## src/rtl/pfc_pkg.sv

```systemverilog
// shared types and constants of the prime factorization core
`default_nettype none

package pfc_pkg;

    // default width of the value to factor
    localparam int VALUE_WIDTH_DEF = 31;

    // field widths of one result item
    localparam int PRIME_W = 31;
    localparam int EXP_W   = 5;

    // most result items one value can produce
    localparam int MAX_RESULTS = 9;
    localparam int RES_CNT_W   = $clog2(MAX_RESULTS + 1);

    // first odd trial divisor and its square
    localparam int FIRST_ODD    = 3;
    localparam int FIRST_ODD_SQ = FIRST_ODD * FIRST_ODD;

    // one result item
    typedef struct packed {
        logic [PRIME_W-1:0] prime;
        logic [EXP_W-1:0]   exponent;
        logic               last;
        logic               no_factors;
    } result_t;

endpackage

`default_nettype wire

```

## src/rtl/pfc_divider.sv

```systemverilog
// restoring divider, one quotient bit per cycle
`default_nettype none

module pfc_divider #(
    parameter int DIVIDEND_W = pfc_pkg::VALUE_WIDTH_DEF,
    parameter int DIVISOR_W  = (pfc_pkg::VALUE_WIDTH_DEF + 1) / 2 + 1
) (
    input  wire logic                  aclk,
    input  wire logic                  aresetn,
    input  wire logic                  start,
    input  wire logic [DIVIDEND_W-1:0] dividend,
    input  wire logic [DIVISOR_W-1:0]  divisor,
    output logic                       done,
    output logic [DIVIDEND_W-1:0]      quotient,
    output logic [DIVISOR_W-1:0]       remainder
);

    localparam int CNT_W = $clog2(DIVIDEND_W + 1);

    logic                  busy_reg, busy_next;
    logic                  done_reg, done_next;
    logic [CNT_W-1:0]      cnt_reg, cnt_next;
    logic [DIVIDEND_W-1:0] quo_reg, quo_next;
    logic [DIVISOR_W-1:0]  rem_reg, rem_next;
    logic [DIVISOR_W-1:0]  dvs_reg, dvs_next;

    logic [DIVISOR_W:0]    rem_shift;
    logic [DIVISOR_W:0]    diff;

    // shift in the next dividend bit and try to subtract
    assign rem_shift = {rem_reg, quo_reg[DIVIDEND_W-1]};
    assign diff      = rem_shift - {1'b0, dvs_reg};

    always_comb begin
        busy_next = busy_reg;
        done_next = 1'b0;
        cnt_next  = cnt_reg;
        quo_next  = quo_reg;
        rem_next  = rem_reg;
        dvs_next  = dvs_reg;
        if (start) begin
            busy_next = 1'b1;
            cnt_next  = CNT_W'(DIVIDEND_W);
            quo_next  = dividend;
            rem_next  = '0;
            dvs_next  = divisor;
        end else if (busy_reg) begin
            if (!diff[DIVISOR_W]) begin
                rem_next = diff[DIVISOR_W-1:0];
                quo_next = {quo_reg[DIVIDEND_W-2:0], 1'b1};
            end else begin
                rem_next = rem_shift[DIVISOR_W-1:0];
                quo_next = {quo_reg[DIVIDEND_W-2:0], 1'b0};
            end
            cnt_next = cnt_reg - CNT_W'(1);
            if (cnt_reg == CNT_W'(1)) begin
                busy_next = 1'b0;
                done_next = 1'b1;
            end
        end
    end

    always_ff @(posedge aclk) begin
        if (!aresetn) begin
            busy_reg <= 1'b0;
            done_reg <= 1'b0;
            cnt_reg  <= '0;
        end else begin
            busy_reg <= busy_next;
            done_reg <= done_next;
            cnt_reg  <= cnt_next;
        end
        quo_reg <= quo_next;
        rem_reg <= rem_next;
        dvs_reg <= dvs_next;
    end

    assign done      = done_reg;
    assign quotient  = quo_reg;
    assign remainder = rem_reg;

endmodule

`default_nettype wire

```

## src/rtl/prime_factorization_core.sv

```systemverilog
// trial division prime factorization core, top level
`default_nettype none

// channel   ports                                         direction
// input     s_valid s_ready s_value                       in
// result    m_valid m_ready m_prime m_exponent m_last      out
//           m_no_factors
//
// one value at a time; s_ready is high only while no value is in work
// each odd divisor tried costs one division by the shared divider; n tries up to
// sqrt(n) / 2 divisors, one more division per odd prime factor occurrence; factors of
// two are stripped by shifting, with no division
// a stalled result channel holds the search once two results wait, and holds the final
// result; reset is synchronous and clears control

module prime_factorization_core #(
    parameter int VALUE_WIDTH = pfc_pkg::VALUE_WIDTH_DEF
) (
    input  wire logic                        aclk,
    input  wire logic                        aresetn,
    input  wire logic                        s_valid,
    output logic                             s_ready,
    input  wire logic [VALUE_WIDTH-1:0]      s_value,
    output logic                             m_valid,
    input  wire logic                        m_ready,
    output logic [pfc_pkg::PRIME_W-1:0]      m_prime,
    output logic [pfc_pkg::EXP_W-1:0]        m_exponent,
    output logic                             m_last,
    output logic                             m_no_factors
);

    localparam int DIV_W  = (VALUE_WIDTH + 1) / 2 + 1;
    localparam int SQ_W   = VALUE_WIDTH + 1;
    localparam int EXPC_W = $clog2(VALUE_WIDTH);
    localparam int RCW    = pfc_pkg::RES_CNT_W;

    typedef enum logic [2:0] {
        ST_IDLE,
        ST_TWOS,
        ST_CHECK,
        ST_DIVIDE,
        ST_TEST,
        ST_FINISH,
        ST_FLUSH
    } state_t;

    state_t                   state_reg, state_next;
    logic [VALUE_WIDTH-1:0]   rest_reg, rest_next;
    logic [DIV_W-1:0]         d_reg, d_next;
    logic [SQ_W-1:0]          sq_reg, sq_next;
    logic [EXPC_W-1:0]        count_reg, count_next;
    logic [RCW-1:0]           k_reg, k_next;
    logic                     start_reg, start_next;
    logic                     pend_valid_reg, pend_valid_next;
    pfc_pkg::result_t         pend_reg, pend_next;
    logic                     out_valid_reg, out_valid_next;
    pfc_pkg::result_t         out_reg, out_next;

    logic                     div_done;
    logic [VALUE_WIDTH-1:0]   div_quo;
    logic [DIV_W-1:0]         div_rem;

    logic                     out_free;
    logic                     push_ok;
    logic                     room;
    logic                     rec_do;
    pfc_pkg::result_t         rec_item;

    // shared remainder unit
    pfc_divider #(
        .DIVIDEND_W (VALUE_WIDTH),
        .DIVISOR_W  (DIV_W)
    ) u_div (
        .aclk      (aclk),
        .aresetn   (aresetn),
        .start     (start_reg),
        .dividend  (rest_reg),
        .divisor   (d_reg),
        .done      (div_done),
        .quotient  (div_quo),
        .remainder (div_rem)
    );

    // a new factor may go to the pending slot when that slot is empty or can drain
    assign out_free = !out_valid_reg || m_ready;
    assign push_ok  = !pend_valid_reg || out_free;
    assign room     = k_reg < RCW'(pfc_pkg::MAX_RESULTS);

    always_comb begin
        state_next      = state_reg;
        rest_next       = rest_reg;
        d_next          = d_reg;
        sq_next         = sq_reg;
        count_next      = count_reg;
        k_next          = k_reg;
        start_next      = 1'b0;
        pend_valid_next = pend_valid_reg;
        pend_next       = pend_reg;
        out_valid_next  = out_valid_reg;
        out_next        = out_reg;
        rec_do          = 1'b0;
        rec_item        = '0;

        // result register drains on its own
        if (out_valid_reg && m_ready) begin
            out_valid_next = 1'b0;
        end

        unique case (state_reg)
            ST_IDLE: begin
                if (s_valid) begin
                    rest_next  = s_value;
                    d_next     = DIV_W'(pfc_pkg::FIRST_ODD);
                    sq_next    = SQ_W'(pfc_pkg::FIRST_ODD_SQ);
                    count_next = '0;
                    k_next     = '0;
                    if (s_value <= VALUE_WIDTH'(1)) begin
                        pend_next.prime      = '0;
                        pend_next.exponent   = '0;
                        pend_next.last       = 1'b1;
                        pend_next.no_factors = 1'b1;
                        pend_valid_next      = 1'b1;
                        state_next           = ST_FLUSH;
                    end else begin
                        state_next = ST_TWOS;
                    end
                end
            end
            // strip factors of two one bit a cycle
            ST_TWOS: begin
                if (!rest_reg[0]) begin
                    rest_next  = rest_reg >> 1;
                    count_next = count_reg + EXPC_W'(1);
                end else if (count_reg == '0 || !room || push_ok) begin
                    if (count_reg != '0 && room) begin
                        rec_do            = 1'b1;
                        rec_item.prime    = pfc_pkg::PRIME_W'(2);
                        rec_item.exponent = pfc_pkg::EXP_W'(count_reg);
                    end
                    count_next = '0;
                    state_next = ST_CHECK;
                end
            end
            // keep going while divisor squared fits in the rest
            ST_CHECK: begin
                if (sq_reg > {1'b0, rest_reg}) begin
                    state_next = ST_FINISH;
                end else begin
                    start_next = 1'b1;
                    state_next = ST_DIVIDE;
                end
            end
            ST_DIVIDE: begin
                if (div_done) begin
                    state_next = ST_TEST;
                end
            end
            ST_TEST: begin
                if (div_rem == '0) begin
                    rest_next  = div_quo;
                    count_next = count_reg + EXPC_W'(1);
                    start_next = 1'b1;
                    state_next = ST_DIVIDE;
                end else if (count_reg == '0 || !room || push_ok) begin
                    if (count_reg != '0 && room) begin
                        rec_do            = 1'b1;
                        rec_item.prime    = pfc_pkg::PRIME_W'(d_reg);
                        rec_item.exponent = pfc_pkg::EXP_W'(count_reg);
                    end
                    count_next = '0;
                    // (d + 2)^2 = d^2 + 4d + 4
                    d_next     = d_reg + DIV_W'(2);
                    sq_next    = sq_reg + (SQ_W'(d_reg) << 2) + SQ_W'(4);
                    state_next = ST_CHECK;
                end
            end
            // leftover above one is a prime of its own
            ST_FINISH: begin
                if (rest_reg > VALUE_WIDTH'(1) && room) begin
                    if (push_ok) begin
                        rec_do            = 1'b1;
                        rec_item.prime    = pfc_pkg::PRIME_W'(rest_reg);
                        rec_item.exponent = pfc_pkg::EXP_W'(1);
                        state_next        = ST_FLUSH;
                    end
                end else begin
                    state_next = ST_FLUSH;
                end
            end
            // final result carries the last mark
            ST_FLUSH: begin
                if (out_free) begin
                    out_next        = pend_reg;
                    out_next.last   = 1'b1;
                    out_valid_next  = 1'b1;
                    pend_valid_next = 1'b0;
                    state_next      = ST_IDLE;
                end
            end
            default: begin
                state_next = ST_IDLE;
            end
        endcase

        // new factor: move the pending one out and hold the new one
        if (rec_do) begin
            if (pend_valid_reg) begin
                out_next       = pend_reg;
                out_valid_next = 1'b1;
            end
            pend_next       = rec_item;
            pend_valid_next = 1'b1;
            k_next          = k_reg + RCW'(1);
        end
    end

    always_ff @(posedge aclk) begin
        if (!aresetn) begin
            state_reg      <= ST_IDLE;
            start_reg      <= 1'b0;
            pend_valid_reg <= 1'b0;
            out_valid_reg  <= 1'b0;
            k_reg          <= '0;
        end else begin
            state_reg      <= state_next;
            start_reg      <= start_next;
            pend_valid_reg <= pend_valid_next;
            out_valid_reg  <= out_valid_next;
            k_reg          <= k_next;
        end
        rest_reg  <= rest_next;
        d_reg     <= d_next;
        sq_reg    <= sq_next;
        count_reg <= count_next;
        pend_reg  <= pend_next;
        out_reg   <= out_next;
    end

    assign s_ready      = (state_reg == ST_IDLE);
    assign m_valid      = out_valid_reg;
    assign m_prime      = out_reg.prime;
    assign m_exponent   = out_reg.exponent;
    assign m_last       = out_reg.last;
    assign m_no_factors = out_reg.no_factors;

    // a new item never finds a result still pending
    a_idle_no_pending: assert property (@(posedge aclk) disable iff (!aresetn)
        (s_valid && s_ready) |-> !pend_valid_reg)
        else $error("item accepted with a pending result");

    // divider finishes only while the sequencer waits for it
    a_done_in_divide: assert property (@(posedge aclk) disable iff (!aresetn)
        div_done |-> (state_reg == ST_DIVIDE))
        else $error("divider done outside of divide state");

    // never more results than allowed
    a_result_count: assert property (@(posedge aclk) disable iff (!aresetn)
        k_reg <= RCW'(pfc_pkg::MAX_RESULTS))
        else $error("result count overflow");

    // trial divisors stay odd
    a_odd_divisor: assert property (@(posedge aclk) disable iff (!aresetn)
        (state_reg == ST_CHECK) |-> d_reg[0])
        else $error("even trial divisor");

    // flushing puts the last-marked result on the output
    a_flush_last: assert property (@(posedge aclk) disable iff (!aresetn)
        (state_reg == ST_FLUSH && out_free) |=> (m_valid && m_last))
        else $error("flush did not present the last result");

endmodule

`default_nettype wire

```

## config.mk

```make
export PLATFORM = sky130hd
export DESIGN_NAME = prime_factorization_core
export DESIGN_NICKNAME = d
export VERILOG_FILES = /design/src/rtl/pfc_pkg.sv /design/src/rtl/pfc_divider.sv /design/src/rtl/prime_factorization_core.sv
export SDC_FILE = /design/constraint.sdc
export NUM_CORES = 1
export LEC_CHECK = 0
export ABC_AREA = 1
export BUFFER_PORTS_ARGS = -buffer_cell sky130_fd_sc_hd__clkbuf_2
export CORE_ASPECT_RATIO = 1.25
export CORE_MARGIN = 4
export CORE_UTILIZATION = 50
export DETAILED_ROUTE_END_ITERATION = 16
export GPL_TIMING_DRIVEN = 0
export PLACE_DENSITY = 0.66
export SETUP_SLACK_MARGIN = 0.4
export SLEW_MARGIN = 20
export SYNTH_ARGS = -nofsm -noshare
export SYNTH_HDL_FRONTEND = slang
export SYNTH_SLANG_ARGS = --single-unit
```

## constraint.sdc

```tcl
create_clock -name aclk -period 6.4 [get_ports aclk]
set_input_delay 1.28 -clock aclk [delete_from_list [all_inputs] [get_ports aclk]]
set_output_delay 1.28 -clock aclk [all_outputs]
set_load 0.005 [all_outputs]
```

==> metrics.csv, run 1 <==
metric,value,unit
CP startpoint,d_reg[1]$_SDFFCE_PN1P_,
worst min path class,flop to flop,
clock-pin slew on the worst setup and hold paths,0.06,ns
Post-Syn Area per Cell,8.37,sq um
post-layout util,58.3,%
Yosys reg bits,237,
DRC Markers,0,
die height,189,microns
CTS-repair resized insts,0,
global-route wire length before repair,53200,microns
DR top layer,met4,
largest net degree at the start of global routing,33,
GR Util All Layers,22.5,%
fmax,303,MHz
Area Growth Syn to Fin,13.6,%
final WL,33500,microns
Bufs on Longest Clock Path,3,
HPWL after DPL,25400,microns
maximum vdd drop,208,uV
Netlist cell types,45,
Final Hold Viols,0,
vias in the first global route,10500,
Site Rows,65,
Via density,5.33,
WL per Instance,16.6,microns
Layout Skew,0.0165,ns
Nets,1785,
r2r startpoint,d_reg[1]$_SDFFCE_PN1P_,
syn nets,1680,
ANT cells,0,
WHS,0.439,ns
area taken by multi-input logic gates,0.00569,sq mm
CTS Buf Count,26,
1st-pass router iterations,5,
"Slew Viols, Final",0,
met3 routed WL,1770,microns
crit-path max FO,6,
RSZ-0062 raised after global routing,false,
Worst-Margin Slew,0.853,ns
post-synth top area share,37.7,%
Pleak,6.79,nW
storage element area,0.00639,sq mm
total congestion overflow,0,
CTS tree,yes,
dominant cell type by area after synthesis,edfxtp_1,
Power Total,6.32,mW
layout cells sized above 1,9.44,%
final antenna-violating net count,0,
DR iter-0 viols,681,
"flip-flop count of the largest register, all copies and words added",37,
CTS Sinks,237,
"Setup Fix Bufs, Post-CTS",0,
worst path arrival time,3.58,ns
CP Capture Type,flop,
length of routed met2 wiring,16500,microns
Critical Path Source Type,flop,
Max Cap Viol,0,
hold-fix buffer count after cts,0,
Final Setup Violations,0,
H-tree lvl count,1,
initial antenna violation count,0,
fill cell total of the finished layout,2297,
GPL Wtd Cong,0.931,
final critical-path required period,3.30,ns
Port Buffers,74,
power per cell area,426,mW/mm^2
Rel. slew slack,42.6,%
total vias in the final route,10800,
critical path class,flop to flop,
WL met1,13900,microns
Synth Warn #,0,
status,"finished, final reports clean",
num ports,75,
CTS root buffer,clkbuf_16,
Synth area leaders,"edfxtp_1 (38%), nand2_1 (12%), dfxtp_1 (11%)",
"Clk Latency, worst-skew pair",0.54,ns
starting density of the core,51.3,%
Die Wd,153,microns
Cells after Synth,1560,
core area,0.0255,sq mm
hold depth,2,
fin crit share,51.5,%
synthesized area,0.0131,sq mm
hold path start,pend_reg[17]$_DFFE_PP_,
worst path required time,6.68,ns
"Seq/Total Area, Yosys",48.9,%
R2R depth,9,
die area,0.0288,sq mm
-- kinds of logic after synthesis --
kind of cell | Yosys count | share of synthesized area, %
AND/OR/NAND/NOR | 685 | 21.8
XOR/XNOR | 19 | 1.27
adder cells (fa/ha/maj) | 85 | 8.26
AO/OA/AOI/OAI | 281 | 12.1
flip-flops | 237 | 48.9
buffers and inverters | 253 | 7.62
-- stage by stage --
| stage | setup slack [ns] | std cells | setup TNS (ns) | instance area, sq um |
|---|---|---|---|---|
| floorplan | 1.58 | 1560 | 0 | 13100 |
| global placement | -0.530 | 1969 | -18.98 | 13800 |
| detailed placement | 2.96 | 1972 | 0 | 13900 |
| CTS | 3.15 | 2020 | 0 | 14800 |
| global route | 2.96 | 2020 | 0 | 14800 |
| finish | 3.10 | 2020 | 0 | 14800 |
-- where the power goes --
group / internal (mW) / switching (mW) / total, mW
combinational: 0.724 / 1.52 / 2.24
clock: 0.918 / 0.636 / 1.55
sequential: 2.22 / 0.295 / 2.52
-- critical path, stage by stage, from the launching register on --
cell      delay, ns
edfxtp_1       0.51
ha_1           0.40
inv_1          0.10
fa_1           0.55
o31ai_1        0.78
nand3_1        0.20
nand3_1        0.20
nand2_1        0.09
o21ai_0        0.14
a21oi_1        0.07
-- cell usage after synthesis, drive strengths merged --
| library cell | count |
|---|---|
| clkinv | 1 |
| xor2 | 9 |
| inv | 214 |
| a21oi | 93 |
| a211oi | 1 |
| a22oi | 26 |
| nor2 | 117 |
| nand2 | 424 |
| o21ai | 116 |
| nand4 | 28 |
| o211ai | 5 |
| a21o | 8 |
| o221ai | 3 |
| nand3 | 75 |
| nor4 | 2 |
| xnor2 | 10 |
| or2 | 6 |
| fa | 2 |
| o21a | 2 |
| a31oi | 5 |
| and2 | 1 |
| nor3 | 31 |
| o31ai | 2 |
| edfxtp | 164 |
| o311ai | 1 |
| buf | 14 |
| ha | 83 |
| o21bai | 3 |
| and3 | 1 |
| dfxtp | 73 |
| o22ai | 15 |
| a221oi | 1 |
| clkbuf | 24 |
-- cell type report --
class	count	area share, %
Clock buffer	32	4.81
Inverter	215	5.46
Timing Repair Buffer	77	3.00
Multi-Input combinational cell	1070	38.4
Tap cell	335	2.83
Clock inverter	16	1.22
Sequential cell	237	43.1
Buffer	38	1.25
-- path summary, 6_finish.rpt --
check                             endpoint  slack (ns)
hold reg to reg        m_prime[10]$_DFF_P_        0.44
setup / recovery  sq_reg[31]$_SDFFCE_PN0P_        3.10
hold / removal         m_prime[10]$_DFF_P_        0.44
setup reg to reg  sq_reg[31]$_SDFFCE_PN0P_        3.10
-- cells in the final DEF, fill, tap and decap left out, drive strengths merged, types with 5 or more instances in the layout --
| cell | instances |
|---|---|
| inv | 216 |
| o21ai | 116 |
| nand4 | 28 |
| buf | 17 |
| o211ai | 5 |
| clkbuf | 130 |
| a21oi | 93 |
| dfxtp | 73 |
| edfxtp | 164 |
| clkinv | 9 |
| a21o | 8 |
| nand3 | 75 |
| xor2 | 9 |
| a22oi | 26 |
| ha | 83 |
| nor3 | 31 |
| o22ai | 15 |
| nor2 | 117 |
| a31oi | 5 |
| nand2 | 424 |
| xnor2 | 10 |
| or2 | 6 |
-- per-layer routing --
layer / up-vias / GRT usage (%)
met2: 301 / 40.6
met3: 63 / 3.29
met5: - / 0
met4: 0 / 8.23
li1: 5458 / -
met1: 4950 / 27.5
No activity file was read; power rests on OpenSTA's default activity.
==> inputs of run 2 (changes only) <==
- ABC_AREA: 1 -> 0
- clock period: 6.4 -> 3.17 ns (I/O delays scaled with it)
==> metrics.csv, run 2 <==
metric,value,unit
status,"finished, final reports clean",
hold path endpoint,rest_reg[20]$_DFFE_PP_,
CTS tree,yes,
CP startpoint,d_reg[1]$_SDFFCE_PN1P_,
hold depth,3,
Port Buffers,74,
total congestion overflow,0,
"flip-flop count of the largest register, all copies and words added",37,
layout cells sized above 1,24.1,%
RSZ-0062 raised after global routing,true,
Pleak,6.23,nW
GPL Wtd Cong,0.893,
initial antenna violation count,0,
vias in the first global route,9757,
Final Setup Violations,0,
H-tree lvl count,1,
area taken by multi-input logic gates,0.00630,sq mm
ANT cells,0,
die height,188,microns
worst path required time,3.43,ns
R2R Path End,sq_reg[21]$_SDFFCE_PN0P_,
Synth Warn #,0,
largest net degree at the start of global routing,37,
global-route wire length before repair,51900,microns
CTS Buf Count,25,
crit-path cells,ha_4 -> inv_2 -> fa_2 -> nor2b_4 -> o21ai_2 -> a21oi_2 -> o21ai_2 -> a21oi_2 -> o21ai_2 -> a311o_1 -> and4b_1 -> or3_1,
"commonest cells after routing, fill and taps aside","edfxtp_1 (164), nor2_1 (105), inv_1 (98)",
most common cell in the netlist,edfxtp_1,
WP buf/inv,1,
1st-pass router iterations,7,
final critical-path required period,3.09,ns
Synth async-reset ratio,0,%
total vias in the final route,9867,
R2R Setup Slk,0.08,ns
CTS Sinks,237,
synthesized area,0.0129,sq mm
dominant cell type by area after synthesis,edfxtp_1,
critical path's slowest cell,edfxtp_1,
number of synthesized flops with an enable pin,164,
Rel. slew slack,55.3,%
design area,0.0153,sq mm
Netlist cell types,75,
GR Util All Layers,23.1,%
critical path class,flop to flop,
Bufs on Longest Clock Path,3,
Synth area leaders,"edfxtp_1 (38%), dfxtp_1 (11%), ha_1 (8.0%)",
maximum vdd drop,602,uV
Cells after Synth,1177,
Final Hold Viols,0,
Post-Syn Area per Cell,11.0,sq um
Area Growth Syn to Fin,18.8,%
Worst-Margin Slew,0.670,ns
hold path start,s_value[20],
final antenna-violating net count,0,
core area,0.0254,sq mm
WL per Instance,20.1,microns
post-synth top area share,38.1,%
Via density,5.89,
CP Capture Type,flop,
crit-path max FO,3,
storage element area,0.00639,sq mm
"Slew Viols, Final",0,
Max Cap Viol,0,
most frequent CP cell,o21ai_2,
"delay-heaviest family, CP",compound AO/OA/AOI/OAI gates,
Die Wd,152,microns
syn nets,1297,
"Clk Latency, worst-skew pair",0.52,ns
"Seq/Total Area, Yosys",49.4,%
most frequent cells after synthesis,"edfxtp_1 (164), nor2_1 (108), inv_1 (102)",
"commonest non-fill, non-tap cell in the layout",edfxtp_1,
starting density of the core,50.9,%
CTS root buffer,clkbuf_16,
worst path arrival time,3.35,ns
Layout Skew,0.0112,ns
fill cell total of the finished layout,2111,
DRC Markers,0,
clock-pin slew on the worst setup and hold paths,0.07,ns
Critical Path Source Type,flop,
num ports,75,
fin crit share,97.4,%
DR iter-0 viols,766,
worst min path class,primary input to flop,
Yosys reg bits,237,
Site Rows,65,
r2r startpoint,d_reg[1]$_SDFFCE_PN1P_,
Area after DPL,0.0139,sq mm
Nets,1441,
final WL,33600,microns
power per cell area,1090,mW/mm^2
R2R depth,12,
non-filler cells in the finished layout,1674,
DP Cell Count,1590,
HPWL after DPL,24400,microns
die area,0.0285,sq mm
Synth Flop Type,edfxtp_1,
fmax,324,MHz
Max stage delay on crit path,0.46,ns
[run 2: changes by cell type in the layout (fill, tap and decap cells not counted), sizes merged, moves of 29 or more]
cell	before	now
buf	17	59
nand3	75	28
mux2	0	68
o21ai	116	49
inv	216	104
nand2	424	65
a21oi	93	48
a222oi	0	29
[run 2: worst reg2reg max path, delay by kind of cell (launching register included)]
kind / cells / cell delay [ns]
adder cells (fa/ha/maj): 2 / 0.68
AND/OR/NAND/NOR: 3 / 0.68
flip-flops: 1 / 0.46
buffers and inverters: 1 / 0.03
AO/OA/AOI/OAI: 6 / 0.97
[run 2: cells by family after synthesis]
family | synth area share [%]
muxes | 7.89
AOI/OAI and AO/OA | 13.1
and+or+nand+nor | 13.2
buffers and inverters | 4.81
DFF | 49.4
adders and majority gates | 8.35
xor gates and xnor gates | 3.19
[run 2: routing by layer]
metal	GRT usage [%]	part of all wire, %
met5	0	0
met4	8.13	3.3
met3	2.68	5.2
met2	39.0	49
met1	30.6	43
[run 2: power breakdown]
group / switching (mW) / total, mW / internal [mW]
clock network: 1.24 / 2.96 / 1.72
registers: 1.16 / 6.03 / 4.87
logic: 4.17 / 7.78 / 3.62
[run 2: how the worst max path moves through the flow]
| stage | slack, ns | cells past startpoint | endpoint |
|---|---|---|---|
| floorplan | 0.13 | 12 | sq_reg[21]$_SDFFCE_PN0P_ |
| global placement | -0.56 | 7 | d_reg[6]$_SDFFCE_PN0P_ |
| detailed placement | -0.50 | 7 | pend_reg[14]$_DFFE_PP_ |
| CTS | 0.12 | 12 | sq_reg[21]$_SDFFCE_PN0P_ |
| global route | -0.02 | 12 | sq_reg[21]$_SDFFCE_PN0P_ |
| finish | 0.08 | 12 | sq_reg[21]$_SDFFCE_PN0P_ |
[run 2: repair_timing]
action                     in CTS  in global routing
buffers inserted               26                  9
hold buffers                    0                  0
gates resized for setup        38                 46
pin swaps                      17                 22
cloned                          2                  2
setup endpoints to repair     183                168
[run 2: cell type report]
type,count,share of cell area [%]
clock inverters,12,0.579
clock buffers,33,4.81
repair buffers,116,4.76
multi-input cells,793,41.1
flip-flops and latches,237,41.6
inverters,102,2.51
well taps,335,2.73
plain buffers,46,1.88
[run 2: metrics by stage]
step	total power, mW	hold slack (ns)	util [%]	worst slack [ns]	TNS (ns)
finish	16.8	0.424	60.5	0.0839	0
global route	17.9	0.433	60.5	-0.0194	-0.0194
CTS	16.3	0.409	59.4	0.121	0
detailed placement	12.6	0.452	54.6	-0.500	-23.15
global placement	12.4	0.446	54.4	-0.562	-55.17
floorplan	10.6	0.434	-	0.133	0
==> inputs of run 3 (changes only) <==
- ABC_CLOCK_PERIOD_IN_PS: unset -> 3170
- RECOVER_POWER: unset -> 100
==> metrics.csv, run 3 (synthesis gave the netlist of run 2 again) <==
metric,value,unit
DP Cell Count,1590,
R2R Path End,sq_reg[21]$_SDFFCE_PN0P_,
Comb pwr share,46.1,%
Psw,6.53,mW
Via density,5.86,
H-tree lvl count,1,
Final Hold Viols,0,
ANT cells,0,
Nets,1441,
critical path's slowest cell,edfxtp_1,
fmax,325,MHz
"Clk Latency, worst-skew pair",0.52,ns
"Slew Viols, Final",0,
CTS tree,yes,
starting density of the core,50.9,%
Fin Setup TNS,0,ns
die height,188,microns
worst min path class,primary input to flop,
P_int,10.1,mW
pre-CTS setup slack,-0.500,ns
R2R Setup Slk,0.09,ns
crit-path cells,ha_4 -> inv_2 -> fa_2 -> nor2b_4 -> o21ai_2 -> a21oi_2 -> o21ai_2 -> a21oi_2 -> o21ai_2 -> a311o_1 -> and4b_1 -> or3_1,
final antenna-violating net count,0,
Layout Skew,0.0133,ns
1st-pass router iterations,8,
r2r startpoint,d_reg[2]$_SDFFCE_PN0P_,
hold path start,s_value[24],
DR iter-0 viols,826,
worst path arrival time,3.34,ns
largest net degree at the start of global routing,37,
Max Cap Viol,0,
HPWL after DPL,24400,microns
DRC Markers,0,
total vias in the final route,9810,
crit-path max FO,3,
Port Buffers,74,
clock share of power,17.8,%
CTS Sinks,237,
global-route wire length before repair,51900,microns
final critical-path required period,3.08,ns
Bufs on Longest Clock Path,3,
CTS Buf Count,25,
storage element area,0.00639,sq mm
vias in the first global route,9757,
clock-pin slew on the worst setup and hold paths,0.06,ns
RSZ-0062 raised after global routing,true,
critical path class,flop to flop,
status,"finished, final reports clean",
layout cells sized above 1,21.3,%
non-filler cells in the finished layout,1674,
Final Setup Violations,0,
CTS root buffer,clkbuf_16,
initial antenna violation count,0,
"commonest non-fill, non-tap cell in the layout",edfxtp_1,
GPL Wtd Cong,0.893,
global routing usage on met2,39.0,%
R2R depth,12,
most frequent CP cell,o21ai_2,
Rel. slew slack,43.2,%
M3 GR Usage,2.68,%
Switching Fraction,39.2,%
"flip-flop count of the largest register, all copies and words added",37,
die area,0.0285,sq mm
area taken by multi-input logic gates,0.00626,sq mm
PnR worst setup slack,0.0916,ns
Area Growth Syn to Fin,17.9,%
Pleak,6.12,nW
worst path required time,3.44,ns
hold path endpoint,rest_reg[24]$_DFFE_PP_,
Die Wd,152,microns
CP Capture Type,flop,
Worst-Margin Slew,0.846,ns
fill cell total of the finished layout,2144,
"commonest cells after routing, fill and taps aside","edfxtp_1 (164), nor2_1 (106), inv_1 (98)",
fin crit share,97.1,%
WL per Instance,20.1,microns
total congestion overflow,0,
Flop pwr share,36.2,%
maximum vdd drop,598,uV
Power Total,16.6,mW
hold depth,3,
Critical Path Source Type,flop,
global routing met1 resource utilization,30.6,%
final WL,33600,microns
GR peak layer,met2,
Site Rows,65,
core area,0.0254,sq mm
Max stage delay on crit path,0.44,ns
GR Util All Layers,23.1,%
num ports,75,
power per cell area,1090,mW/mm^2
[run 3: cell count changes in the layout (fill, tap and decap cells not counted), moves of 2 or more]
cell	change
buf_4	-10
clkbuf_1	+36
clkbuf_2	-21
buf_1	-5
nor3_1	+2
clkbuf_4	+3
[run 3: repair_timing]
| item | CTS | global route |
|---|---|---|
| endpoints found under the setup margin | 183 | 168 |
| setup buffers | 26 | 9 |
| pin swaps | 17 | 22 |
| gates cloned | 2 | 2 |
| hold buffers | 0 | 0 |
| gates resized for setup | 38 | 46 |
[run 3: worst max-delay path by stage]
stage	depth (start not counted)	end	start	slack, ns
finish	12	sq_reg[21]$_SDFFCE_PN0P_	d_reg[2]$_SDFFCE_PN0P_	0.09
global route	12	sq_reg[21]$_SDFFCE_PN0P_	d_reg[1]$_SDFFCE_PN1P_	-0.02
CTS	12	sq_reg[21]$_SDFFCE_PN0P_	d_reg[2]$_SDFFCE_PN0P_	0.12
detailed placement	7	pend_reg[14]$_DFFE_PP_	rest_reg[6]$_DFFE_PP_	-0.50
global placement	7	d_reg[6]$_SDFFCE_PN0P_	state_reg[2]$_SDFFE_PN0P_	-0.56
floorplan	12	sq_reg[21]$_SDFFCE_PN0P_	d_reg[1]$_SDFFCE_PN1P_	0.13
[run 3: area by class of cell]
type | count | share of cell area, %
plain buffers | 46 | 1.77
clock buffers | 33 | 4.85
clock inverters | 12 | 0.583
inverters | 102 | 2.53
multi-input cells | 793 | 41.1
flip-flops and latches | 237 | 42.0
well taps | 335 | 2.75
repair buffers | 116 | 4.46
[run 3: layer usage]
| metal | part of all wire [%] | wire length (microns) |
|---|---|---|
| met1 | 43 | 14400 |
| met2 | 48 | 16300 |
| met3 | 5.4 | 1820 |
| met4 | 3.3 | 1110 |
| met5 | 0 | 0 |
[run 3: critical path: cells and delay by family (launching register included)]
kind / cells / cell delay, ns
AOI/OAI and AO/OA: 6 / 0.97
and+or+nand+nor: 3 / 0.67
DFF: 1 / 0.44
adders and majority gates: 2 / 0.69
buffers and inverters: 1 / 0.04
[run 3: power by group through the flow]
| stage | sequential [mW] | combinational (mW) | clock [mW] |
|---|---|---|---|
| floorplan | 5.66 | 4.91 | 0 |
| global placement | 6.07 | 6.30 | 0 |
| detailed placement | 6.09 | 6.54 | 0 |
| CTS | 5.98 | 7.34 | 3.00 |
| global route | 6.17 | 8.45 | 3.13 |
| finish | 6.02 | 7.67 | 2.95 |
[run 3: per-stage QoR]
step	hold slack (ns)	area [sq um]	util, %
finish	0.425	15200	60.0
global route	0.433	15200	60.0
CTS	0.409	15100	59.4
detailed placement	0.452	13900	54.6
global placement	0.446	13800	54.4
floorplan	0.434	13000	-
